==> config.mk <==
export PLATFORM = sky130hd
export DESIGN_NAME = activity_sample_collector
export DESIGN_NICKNAME = d
export VERILOG_FILES = /design/src/rtl/core/asc_pkg.sv /design/src/rtl/core/activity_sample_collector.sv
export SDC_FILE = /design/constraint.sdc
export NUM_CORES = 1
export LEC_CHECK = 0
export BUFFER_PORTS_ARGS = -buffer_cell sky130_fd_sc_hd__clkbuf_2
export CORE_MARGIN = 10
export CORE_UTILIZATION = 50
export DETAILED_ROUTE_END_ITERATION = 7
export PLACE_DENSITY = 0.67
export SYNTH_ARGS = -nofsm -noshare
export SYNTH_HDL_FRONTEND = slang
export SYNTH_SLANG_ARGS = --single-unit
==> constraint.sdc <==
create_clock -name i_clk -period 14.7 [get_ports i_clk]
set_input_delay 4.41 -clock i_clk [delete_from_list [all_inputs] [get_ports i_clk]]
set_output_delay 4.41 -clock i_clk [all_outputs]
set_load 0.005 [all_outputs]
==> src/rtl/core/asc_pkg.sv <==
// Package for the activity sample collector: request structs, phase codes,
// action codes, register indexes and fixed constants. No dependencies.
package asc_pkg;

    // Session phase, as reported on the result
    typedef enum logic [2:0] {
        PH_WAIT        = 3'd0,
        PH_SAMPLE      = 3'd1,
        PH_FILTER      = 3'd2,
        PH_WAIT_SAMPLE = 3'd3,
        PH_WAIT_PUB    = 3'd4
    } t_phase;

    // Action codes of an input request
    localparam logic [1:0] ACT_STEP   = 2'd0;
    localparam logic [1:0] ACT_BUTTON = 2'd1;
    localparam logic [1:0] ACT_ACK    = 2'd2;

    // Configuration register indexes
    localparam logic [1:0] CFG_SAMPLE_COUNT = 2'd0;
    localparam logic [1:0] CFG_UV_LIMIT     = 2'd1;
    localparam logic [1:0] CFG_TICK_LIMIT   = 2'd2;

    localparam int CFG_DATA_W = 24;

    // Register reset values
    localparam logic [7:0]  RST_SAMPLE_COUNT = 8'd10;
    localparam logic [23:0] RST_UV_LIMIT     = 24'd1000;
    localparam logic [15:0] RST_TICK_LIMIT   = 16'd100;

    // 0.75 in Q8.8, and the exposure ceiling
    localparam logic [23:0] SPEED_ZERO_Q8 = 24'd192;
    localparam logic [47:0] EXPOSURE_MAX  = 48'hFFFF_FFFF_FFFF;

    // Serial divider passes: speed quotient, then UV quotient scaled by 256
    localparam int DIV_SPD_ITER = 24;
    localparam int DIV_UV_ITER  = 32;

    typedef struct packed {
        logic [1:0]  action;
        logic [15:0] speed_sample;
        logic [15:0] uv_sample;
    } t_in_req;

    typedef struct packed {
        logic [2:0]  phase;
        logic        collecting;
        logic        collected;
        logic        paused;
        logic        uv_alarm;
        logic        record_valid;
        logic [15:0] record_speed;
        logic [23:0] record_uv;
    } t_out_req;

endpackage

==> src/rtl/core/activity_sample_collector.sv <==
// Activity sample collector: session sequencer with a shared serial divider.
// Depends on asc_pkg.
//
//  channel   | signals                                   | direction
//  ----------+-------------------------------------------+----------
//  input     | i_in_valid, o_in_ready, i_in_data         | in
//  result    | o_out_valid, i_out_ready, o_out_data      | out
//  config    | i_cfg_we, i_cfg_idx, i_cfg_data           | in
//
// A step in the filter phase is accepted in S_IDLE, then the restoring divider in
// S_DIV gives the speed average, then the UV average; S_FIN updates pause,
// history and exposure, and S_ALARM does the alarm compare. Every other request
// is done in the cycle it is accepted. Reset is synchronous and needs no
// clearing pass. A request is taken only while the sequencer is idle and the
// result register is free or being emptied in the same cycle.
module activity_sample_collector (
    input  logic                              i_clk,
    input  logic                              i_rst_n,
    input  logic                              i_in_valid,
    output logic                              o_in_ready,
    input  asc_pkg::t_in_req                  i_in_data,
    output logic                              o_out_valid,
    input  logic                              i_out_ready,
    output asc_pkg::t_out_req                 o_out_data,
    input  logic                              i_cfg_we,
    input  logic [1:0]                        i_cfg_idx,
    input  logic [asc_pkg::CFG_DATA_W-1:0]    i_cfg_data
);
    import asc_pkg::*;

    typedef enum logic [4:0] {
        S_IDLE  = 5'b00001,
        S_DIV   = 5'b00010,
        S_FIN   = 5'b00100,
        S_ALARM = 5'b01000,
        S_SPARE = 5'b10000
    } t_seq;

    // Configuration
    logic [7:0]  r_cfg_count;
    logic [23:0] r_cfg_uv_limit;
    logic [15:0] r_cfg_tick_limit;

    // Session state
    t_seq        r_seq, n_seq;
    t_phase      r_phase, n_phase;
    logic [15:0] r_tick, n_tick;
    logic [7:0]  r_idx, n_idx;
    logic [23:0] r_spd_sum, n_spd_sum;
    logic [23:0] r_uv_sum, n_uv_sum;
    logic        r_button, n_button;
    logic        r_collected, n_collected;
    logic        r_paused, n_paused;
    logic        r_alarm, n_alarm;
    logic        r_active, n_active;
    logic [47:0] r_expo, n_expo;
    logic [15:0] r_hist0, n_hist0;
    logic [15:0] r_hist1, n_hist1;
    logic [1:0]  r_hist_cnt, n_hist_cnt;

    // Divider and record
    logic [7:0]  r_rem, n_rem;
    logic [31:0] r_quo, n_quo;
    logic [4:0]  r_cnt, n_cnt;
    logic        r_pass, n_pass;
    logic [23:0] r_avg_s, n_avg_s;
    logic        r_rec_valid, n_rec_valid;
    logic [15:0] r_rec_speed, n_rec_speed;
    logic [23:0] r_rec_uv, n_rec_uv;

    // Result register
    logic        r_out_valid, n_out_valid;
    t_out_req    r_out, n_out;

    logic        in_acc;
    logic        out_load;
    logic        out_rec;
    logic [7:0]  div_n;
    logic [15:0] tick_inc;
    logic [8:0]  rem_sh;
    logic        rem_ge;
    logic [8:0]  rem_diff;
    logic [7:0]  rem_nx;
    logic [31:0] quo_nx;
    logic [15:0] avg_s16;
    logic [48:0] expo_sum;

    assign o_in_ready  = (r_seq == S_IDLE) && (!r_out_valid || i_out_ready);
    assign in_acc      = i_in_valid && o_in_ready;
    assign o_out_valid = r_out_valid;
    assign o_out_data  = r_out;

    assign div_n    = (r_cfg_count == 8'd0) ? 8'd1 : r_cfg_count;
    assign tick_inc = (r_tick != 16'hFFFF) ? r_tick + 16'd1 : r_tick;

    // One restoring division step
    assign rem_sh   = {r_rem, r_quo[31]};
    assign rem_ge   = rem_sh >= {1'b0, div_n};
    assign rem_diff = rem_sh - {1'b0, div_n};
    assign rem_nx   = rem_ge ? rem_diff[7:0] : rem_sh[7:0];
    assign quo_nx   = {r_quo[30:0], rem_ge};

    // Speed average with the low-speed floor, then cut to Q8.8
    assign avg_s16  = (r_avg_s < SPEED_ZERO_Q8) ? 16'd0 : r_avg_s[15:0];
    assign expo_sum = {1'b0, r_expo} + {25'd0, r_quo[23:0]};

    // Configuration writes
    always_ff @(posedge i_clk) begin
        if (!i_rst_n) begin
            r_cfg_count      <= RST_SAMPLE_COUNT;
            r_cfg_uv_limit   <= RST_UV_LIMIT;
            r_cfg_tick_limit <= RST_TICK_LIMIT;
        end else if (i_cfg_we) begin
            case (i_cfg_idx)
                CFG_SAMPLE_COUNT: r_cfg_count      <= i_cfg_data[7:0];
                CFG_UV_LIMIT:     r_cfg_uv_limit   <= i_cfg_data[23:0];
                CFG_TICK_LIMIT:   r_cfg_tick_limit <= i_cfg_data[15:0];
                default: ;
            endcase
        end
    end

    // Sequencer and session update
    always_comb begin
        n_seq       = r_seq;
        n_phase     = r_phase;
        n_tick      = r_tick;
        n_idx       = r_idx;
        n_spd_sum   = r_spd_sum;
        n_uv_sum    = r_uv_sum;
        n_button    = r_button;
        n_collected = r_collected;
        n_paused    = r_paused;
        n_alarm     = r_alarm;
        n_active    = r_active;
        n_expo      = r_expo;
        n_hist0     = r_hist0;
        n_hist1     = r_hist1;
        n_hist_cnt  = r_hist_cnt;
        n_rem       = r_rem;
        n_quo       = r_quo;
        n_cnt       = r_cnt;
        n_pass      = r_pass;
        n_avg_s     = r_avg_s;
        n_rec_valid = r_rec_valid;
        n_rec_speed = r_rec_speed;
        n_rec_uv    = r_rec_uv;
        n_out_valid = r_out_valid && !i_out_ready;
        n_out       = r_out;
        out_load    = 1'b0;
        out_rec     = 1'b0;

        case (r_seq)
            S_IDLE: begin
                if (in_acc) begin
                    out_load = 1'b1;
                    case (i_in_data.action)
                        ACT_BUTTON: n_button = 1'b1;
                        ACT_ACK:    n_collected = 1'b0;
                        ACT_STEP: begin
                            case (r_phase)
                                PH_WAIT: begin
                                    n_idx    = 8'd0;
                                    n_expo   = 48'd0;
                                    n_paused = 1'b0;
                                    n_alarm  = 1'b0;
                                    if (r_button) begin
                                        n_button   = 1'b0;
                                        n_hist0    = 16'd0;
                                        n_hist1    = 16'd0;
                                        n_hist_cnt = 2'd0;
                                        n_active   = 1'b1;
                                        n_phase    = PH_SAMPLE;
                                    end
                                end
                                PH_SAMPLE: begin
                                    n_tick = tick_inc;
                                    if (r_idx == 8'd0) begin
                                        n_spd_sum = {8'd0, i_in_data.speed_sample};
                                        n_uv_sum  = {8'd0, i_in_data.uv_sample};
                                    end else begin
                                        n_spd_sum = r_spd_sum + {8'd0, i_in_data.speed_sample};
                                        n_uv_sum  = r_uv_sum + {8'd0, i_in_data.uv_sample};
                                    end
                                    if (({1'b0, r_idx} + 9'd1) >= {1'b0, div_n}) begin
                                        n_phase = PH_FILTER;
                                    end
                                    if (r_idx != 8'hFF) begin
                                        n_idx = r_idx + 8'd1;
                                    end
                                end
                                PH_FILTER: begin
                                    // result waits for the divider
                                    out_load = 1'b0;
                                    n_tick   = tick_inc;
                                    n_phase  = PH_WAIT_SAMPLE;
                                    n_rem    = 8'd0;
                                    n_quo    = {r_spd_sum, 8'd0};
                                    n_cnt    = 5'(DIV_SPD_ITER - 1);
                                    n_pass   = 1'b0;
                                    n_seq    = S_DIV;
                                end
                                PH_WAIT_SAMPLE: begin
                                    n_tick = tick_inc;
                                    n_idx  = 8'd0;
                                    if (r_button) begin
                                        n_button    = 1'b0;
                                        n_collected = 1'b1;
                                        n_phase     = PH_WAIT_PUB;
                                    end else if (tick_inc >= r_cfg_tick_limit) begin
                                        n_tick  = 16'd0;
                                        n_phase = PH_SAMPLE;
                                    end
                                end
                                PH_WAIT_PUB: begin
                                    if (r_collected) begin
                                        n_active = 1'b0;
                                    end else begin
                                        n_phase = PH_WAIT;
                                    end
                                end
                                default: ;
                            endcase
                        end
                        default: ;
                    endcase
                end
            end
            S_DIV: begin
                n_rem = rem_nx;
                n_quo = quo_nx;
                n_cnt = r_cnt - 5'd1;
                if (r_cnt == 5'd0) begin
                    if (!r_pass) begin
                        // speed quotient done, start UV pass
                        n_avg_s = quo_nx[23:0];
                        n_rem   = 8'd0;
                        n_quo   = {r_uv_sum, 8'd0};
                        n_cnt   = 5'(DIV_UV_ITER - 1);
                        n_pass  = 1'b1;
                    end else begin
                        n_seq = S_FIN;
                    end
                end
            end
            S_FIN: begin
                // auto-pause, history and exposure update
                n_rec_valid = 1'b0;
                n_rec_speed = 16'd0;
                n_rec_uv    = 24'd0;
                if ((r_hist_cnt == 2'd2) && (r_hist0 == 16'd0) && (r_hist1 == 16'd0)) begin
                    n_paused = 1'b1;
                end
                if (avg_s16 != 16'd0) begin
                    n_paused = 1'b0;
                end
                if (!n_paused) begin
                    n_rec_valid = 1'b1;
                    n_rec_speed = avg_s16;
                    n_rec_uv    = r_quo[23:0];
                    n_hist1     = r_hist0;
                    n_hist0     = avg_s16;
                    if (r_hist_cnt != 2'd2) begin
                        n_hist_cnt = r_hist_cnt + 2'd1;
                    end
                    n_expo = expo_sum[48] ? EXPOSURE_MAX : expo_sum[47:0];
                end
                n_seq = S_ALARM;
            end
            S_ALARM: begin
                if (r_expo > {16'd0, r_cfg_uv_limit, 8'd0}) begin
                    n_alarm = 1'b1;
                end
                out_load = 1'b1;
                out_rec  = 1'b1;
                n_seq    = S_IDLE;
            end
            default: n_seq = S_IDLE;
        endcase

        // Result register load
        if (out_load) begin
            n_out_valid        = 1'b1;
            n_out.phase        = n_phase;
            n_out.collecting   = n_active;
            n_out.collected    = n_collected;
            n_out.paused       = n_paused;
            n_out.uv_alarm     = n_alarm;
            n_out.record_valid = out_rec ? r_rec_valid : 1'b0;
            n_out.record_speed = out_rec ? r_rec_speed : 16'd0;
            n_out.record_uv    = out_rec ? r_rec_uv : 24'd0;
        end
    end

    // Control and session registers
    always_ff @(posedge i_clk) begin
        if (!i_rst_n) begin
            r_seq       <= S_IDLE;
            r_phase     <= PH_WAIT;
            r_tick      <= 16'd0;
            r_idx       <= 8'd0;
            r_spd_sum   <= 24'd0;
            r_uv_sum    <= 24'd0;
            r_button    <= 1'b0;
            r_collected <= 1'b0;
            r_paused    <= 1'b0;
            r_alarm     <= 1'b0;
            r_active    <= 1'b0;
            r_expo      <= 48'd0;
            r_hist0     <= 16'd0;
            r_hist1     <= 16'd0;
            r_hist_cnt  <= 2'd0;
            r_out_valid <= 1'b0;
        end else begin
            r_seq       <= n_seq;
            r_phase     <= n_phase;
            r_tick      <= n_tick;
            r_idx       <= n_idx;
            r_spd_sum   <= n_spd_sum;
            r_uv_sum    <= n_uv_sum;
            r_button    <= n_button;
            r_collected <= n_collected;
            r_paused    <= n_paused;
            r_alarm     <= n_alarm;
            r_active    <= n_active;
            r_expo      <= n_expo;
            r_hist0     <= n_hist0;
            r_hist1     <= n_hist1;
            r_hist_cnt  <= n_hist_cnt;
            r_out_valid <= n_out_valid;
        end
    end

    // Divider and result payload
    always_ff @(posedge i_clk) begin
        r_rem       <= n_rem;
        r_quo       <= n_quo;
        r_cnt       <= n_cnt;
        r_pass      <= n_pass;
        r_avg_s     <= n_avg_s;
        r_rec_valid <= n_rec_valid;
        r_rec_speed <= n_rec_speed;
        r_rec_uv    <= n_rec_uv;
        r_out       <= n_out;
    end

endmodule
==> flow_metrics.env, run 1 <==
export IMPL_syn_num_nets=2357
export IMPL_max_freq_mhz=108.2
export IMPL_drv_cap=0
export IMPL_antenna_found_initial=0
export IMPL_holdBufCountCts=0
export IMPL_synthTopCellsByArea="edfxtp_1, dfxtp_1, ha_1, nand2_1, o21ai_0"
export IMPL_die_w_um=219.1
export IMPL_fin_total_pwr_mw=2.212
export IMPL_first_global_vias=15510
export IMPL_dp_hpwl_mm=35.70
export IMPL_yosys_area_share_simple=0.2056
export IMPL_grt_overflow_total=0
export IMPL_synth_cells=2171
export IMPL_cts_buffer_depth=3
export IMPL_grt_pass1_wl_mm=80.28
export IMPL_start_util=0.5093
export IMPL_cp_max_fo=2
export IMPL_placedInstanceArea_um2=20800
export IMPL_crit_chain="clkbuf_2 > nor2b_1 > nor2_1 > clkbuf_2"
export IMPL_tns_ns=0
export IMPL_synth_fa_ha_area_frac=0.07790
export IMPL_instances_no_fill=2794
export IMPL_netlist_area_um2=19820
export IMPL_rsz0062_at_grt="no"
export IMPL_hp_start="r_cfg_tick_limit[9]"
export IMPL_slowest_stage="nor2b_1"
export IMPL_critPathArrivalTime_ns=4.83
export IMPL_r2r_slack_ns=9.98
export IMPL_ctsResizeCount=0
export IMPL_ff2ff_path_depth=16
export IMPL_reg2reg_to="r_tick[10]"
export IMPL_p_per_area_nw_per_um2=99.85
export IMPL_ctsHtreeMaxLevel=2
export IMPL_clock_latency_ns=0.57
export IMPL_crit_top_cell="clkbuf_2"
export IMPL_fin_area_um2=22150
export IMPL_fillCellCount=3507
export IMPL_post_route_util=0.5692
export IMPL_ios=115
export IMPL_numCtsBuffers=41
export IMPL_synth_area_per_cell_um2=9.129
export IMPL_antennaDiodeCount=0
export IMPL_fin_nets=2429
export IMPL_synth_seq_cells=374
export IMPL_drt_iter0_drc=1165
export IMPL_synth_top_family_by_area="simple AND/OR/NAND/NOR gates"
export IMPL_min_path_cells=2
export IMPL_ys_warn_count=0
export IMPL_hold_class="reg -> reg"
export IMPL_place_congestion=0.9372
export IMPL_synth_area_leader_cell="edfxtp_1"
export IMPL_cts_tree="yes"
export IMPL_clock_sinks=374
export IMPL_fin_skew_ns=0.01246
export IMPL_drcViolationCount=0
export IMPL_cp_top_family="buffers and inverters"
export IMPL_hold_viol=0
export IMPL_synth_compound_area_share=0.1676
export IMPL_cp_slowest_stage_delay_ns=0.14
export IMPL_yosysMostFrequentCell="nand2_1"
export IMPL_critPathKind="in -> out"
export IMPL_die_y_um=219.1
export IMPL_outcome="finished, final reports clean"
export IMPL_p_leak_nw=8.590
export IMPL_hold_path_endpoint="r_cfg_tick_limit[9]"
export IMPL_core_um2=38920
export IMPL_cp_required_ns=10.29
export IMPL_num_vias=15910
export IMPL_synth_flop_cell="dfxtp_1"
export IMPL_die_area_um2=48000
export IMPL_muxShareOfSynthArea=0.01944
export IMPL_synth_xor_area_frac=0.03138
export IMPL_dp_cells=2718
export IMPL_cp_num_buf_inv=2
export IMPL_via_per_inst=5.695
export IMPL_clk_pin_slew_worst_paths_ns=0.05
export IMPL_cp_end_kind="output port"
export IMPL_setup_viol=0
export IMPL_fin_crit_sh=0.6285
export IMPL_synth_edf_count=159
export IMPL_slew_headroom=0.1548
export IMPL_layout_min_cycle_time_ns=9.240
export IMPL_synth_top_area_share=0.2409
export IMPL_io_buffers=114
export IMPL_slew_violations=0
export IMPL_tightest_slew_ns=1.266
export IMPL_worst_slack_ns=5.460
export IMPL_num_rows=72
export IMPL_post_place_ws_ns=5.454
export IMPL_synthToLayoutAreaGrowth_pct=11.77
export IMPL_worstReg2RegStart="r_tick[0]"
export IMPL_ant_nets=0
export IMPL_drt_wirelength_per_cell_um=17.84
export IMPL_seq_area_frac_synth=0.4581
export IMPL_grtUsageTotal=0.2041
export IMPL_ys_async_sr_fraction=0
export IMPL_firstDrtPassIters=7
export IMPL_synth_common_cells="nand2_1, dfxtp_1, nor2_1, edfxtp_1, o21ai_0"
export IMPL_routed_wl_mm=49.86
export IMPL_multi_input_area_um2=9991
export IMPL_cts_setup_buffers=0
export IMPL_whs_ns=0.4572
export IMPL_seqCellArea_um2=9079
export IMPL_grt_max_degree=67
export IMPL_ir_worst_vdd_uv=80.47
export IMPL_drive_above_1_share=0.1024
export IMPL_startpoint_type="input pin"
export IMPL_ys_types=82
export IMPL_cts_root_buffer_cell="clkbuf_16"
-- registers in the layout, summed over array words and instances, names as in the netlist, 8 cells and up --
name and cells:
r_rec_uv 24, o_out_data 48, r_hist0 16, r_cfg_count 8
r_rec_speed 16, r_cfg_tick_limit 16, r_uv_sum 24, r_tick 16
r_expo 48, r_hist1 16, r_spd_sum 24, r_idx 8
r_rem 8, r_cfg_uv_limit 24, r_avg_s 24, r_quo 32
-- worst max path at each step --
stage,from,endpoint,slack [ns],cells past startpoint
finish,i_out_ready,o_in_ready,5.46,4
global route,i_out_ready,o_in_ready,5.38,4
CTS,i_out_ready,o_in_ready,5.45,4
detailed placement,i_out_ready,o_in_ready,5.45,4
floorplan,i_out_ready,o_in_ready,5.69,2
global placement,i_out_ready,o_in_ready,5.45,4
-- worst min-delay path, cell delays in order, from the launching register on --
cell     delay (ns)
dfxtp_1        0.31
nand2_1        0.05
a21oi_1        0.05
-- area by class of cell --
| class | instances | share of cell area |
|---|---|---|
| timing repair buffer | 132 | 0.03186 |
| inverter | 100 | 0.01694 |
| tap | 518 | 0.02926 |
| sequential | 374 | 0.4098 |
| clock inverter | 24 | 0.01113 |
| clock buffer | 52 | 0.04999 |
| multi-input combinational | 1594 | 0.4510 |
-- metal layers --
layer  routed length, um  share of wire  global-route usage
met5                   0              0                   0
met4                1311          0.026             0.07286
met3                2564          0.051             0.02971
met2               23870           0.48              0.3417
met1               22110           0.44              0.2638
-- power by group --
| part | switching, mW | internal (mW) |
|---|---|---|
| combinational | 0.0566 | 0.0318 |
| clock | 0.423 | 0.607 |
| sequential | 0.00545 | 1.09 |
-- cell usage in the layout (no fill, tap or decap), drive strengths merged, types with 101 or more instances in the layout --
cell type and count:
edfxtp 159, nor2 162, a21oi 136, and2 102
o21ai 151, inv 101, nand2 308, dfxtp 215
ha 117, clkbuf 166
-- cells by family after synthesis --
kind of cell | count (synthesis)
multiplexers | 38
AND/OR/NAND/NOR | 840
flip-flops | 374
buffers and inverters | 203
AO/OA/AOI/OAI | 524
XOR/XNOR | 71
adder cells (fa/ha/maj) | 121
Note: power is estimated with default switching activity, not from simulation.
==> run 2, diff against run 1 <==
Clock period 14.7 ns to 9.35 ns, I/O delays scaled along.
==> flow_metrics.env, run 2 (same netlist as run 1, synthesis figures left out) <==
export IMPL_startpoint_type="input pin"
export IMPL_die_w_um=219.1
export IMPL_seqCellArea_um2=9079
export IMPL_via_per_inst=5.776
export IMPL_first_global_vias=15300
export IMPL_io_buffers=114
export IMPL_drv_cap=0
export IMPL_place_congestion=0.9635
export IMPL_tns_ns=0
export IMPL_hold_path_endpoint="r_cfg_uv_limit[1]"
export IMPL_fillCellCount=3503
export IMPL_drt_iter0_drc=1066
export IMPL_instances_no_fill=2793
export IMPL_drt_wirelength_per_cell_um=17.61
export IMPL_hold_class="reg -> reg"
export IMPL_hp_start="r_cfg_uv_limit[1]"
export IMPL_drcViolationCount=0
export IMPL_start_util=0.5093
export IMPL_ctsResizeCount=0
export IMPL_layout_min_cycle_time_ns=6.039
export IMPL_crit_chain="clkbuf_2 > nor2b_1 > nor2_1 > clkbuf_2"
export IMPL_fin_crit_sh=0.6459
export IMPL_clock_sinks=374
export IMPL_holdBufCountCts=0
export IMPL_hold_viol=0
export IMPL_ctsHtreeMaxLevel=2
export IMPL_core_um2=38920
export IMPL_cp_required_ns=6.55
export IMPL_ir_worst_vdd_uv=119.4
export IMPL_final_cell_mix="nand2_1, dfxtp_1, nor2_1"
export IMPL_grt_max_degree=62
export IMPL_dp_hpwl_mm=35.40
export IMPL_ios=115
export IMPL_max_freq_mhz=165.6
export IMPL_routed_wl_mm=49.18
export IMPL_cp_end_kind="output port"
export IMPL_reg2reg_to="r_tick[10]"
export IMPL_dp_cells=2717
export IMPL_grt_pass1_wl_mm=78.63
export IMPL_fin_nets=2428
export IMPL_critPathArrivalTime_ns=3.23
export IMPL_antennaDiodeCount=0
export IMPL_synthToLayoutAreaGrowth_pct=11.61
export IMPL_fin_skew_ns=0.01420
export IMPL_cp_max_fo=2
export IMPL_setup_viol=0
export IMPL_grt_overflow_total=0
export IMPL_slowest_stage="nor2b_1"
export IMPL_post_place_ws_ns=3.297
export IMPL_crit_top_cell="clkbuf_2"
export IMPL_num_vias=16130
export IMPL_num_rows=72
export IMPL_firstDrtPassIters=5
export IMPL_ff2ff_path_depth=16
export IMPL_p_leak_nw=8.572
export IMPL_min_path_cells=2
export IMPL_clock_latency_ns=0.55
export IMPL_multi_input_area_um2=9991
export IMPL_rsz0062_at_grt="no"
export IMPL_worstReg2RegStart="r_tick[0]"
export IMPL_slew_headroom=0.1911
export IMPL_cp_slowest_stage_delay_ns=0.14
export IMPL_grtUsageTotal=0.1992
export IMPL_clk_pin_slew_worst_paths_ns=0.06
export IMPL_antenna_found_initial=0
export IMPL_outcome="finished, final reports clean"
export IMPL_die_y_um=219.1
export IMPL_cts_tree="yes"
export IMPL_worst_slack_ns=3.311
export IMPL_tightest_slew_ns=1.212
export IMPL_ant_nets=0
export IMPL_die_area_um2=48000
export IMPL_layout_commonest_cell="nand2_1"
export IMPL_critPathKind="in -> out"
export IMPL_r2r_slack_ns=4.61
export IMPL_drive_above_1_share=0.1002
export IMPL_numCtsBuffers=41
export IMPL_p_per_area_nw_per_um2=155.7
export IMPL_slew_violations=0
export IMPL_cts_setup_buffers=0
export IMPL_cts_buffer_depth=3
export IMPL_cts_root_buffer_cell="clkbuf_16"
## run 2: cell type report
type	instances	share of cell area
inverters	100	0.01697
clock buffers	58	0.05108
clock inverters	18	0.008994
well taps	518	0.02930
repair buffers	131	0.03156
multi-input cells	1594	0.4517
flip-flops and latches	374	0.4104
## run 2: worst max-delay path by stage
stage	from	endpoint	slack, ns	cells past startpoint
finish	i_out_ready	o_in_ready	3.31	4
global route	i_out_ready	o_in_ready	3.24	4
CTS	i_out_ready	o_in_ready	3.30	4
detailed placement	i_out_ready	o_in_ready	3.30	4
global placement	i_out_ready	o_in_ready	3.31	4
floorplan	i_out_ready	o_out_data[0]	2.25	4
## run 2: worst max-delay path, delay by kind of cell
family | cells | cell delay (ns)
buffers and inverters | 2 | 0.22
and+or+nand+nor | 2 | 0.22
## run 2: per-stage QoR
stage | power (mW) | hold WS, ns | cell area [um2] | util
3_3_place_gp | 1.889 | 0.4459 | 20790 | 0.5342
4_1_cts | 3.478 | 0.4555 | 22120 | 0.5684
2_1_floorplan | 1.836 | 0.4303 | 19820 | -
5_1_grt | 3.558 | 0.4749 | 22120 | 0.5684
3_5_place_dp | 1.893 | 0.4472 | 20790 | 0.5342
6_report | 3.444 | 0.4539 | 22120 | 0.5684
## run 2: per-layer routing
metal	track usage	vias up	wire (um)
li1	-	7925	-
met1	0.2583	7669	21870
met2	0.3380	450	23370
met3	0.02724	88	2688
met4	0.06160	0	1252
met5	0	-	0
## run 2: where the power goes
part | internal (mW) | switching, mW | total [mW]
sequential | 1.71 | 0.00811 | 1.72
combinational | 0.0497 | 0.0888 | 0.139
clock | 0.933 | 0.653 | 1.59
total | 2.69 | 0.750 | 3.44
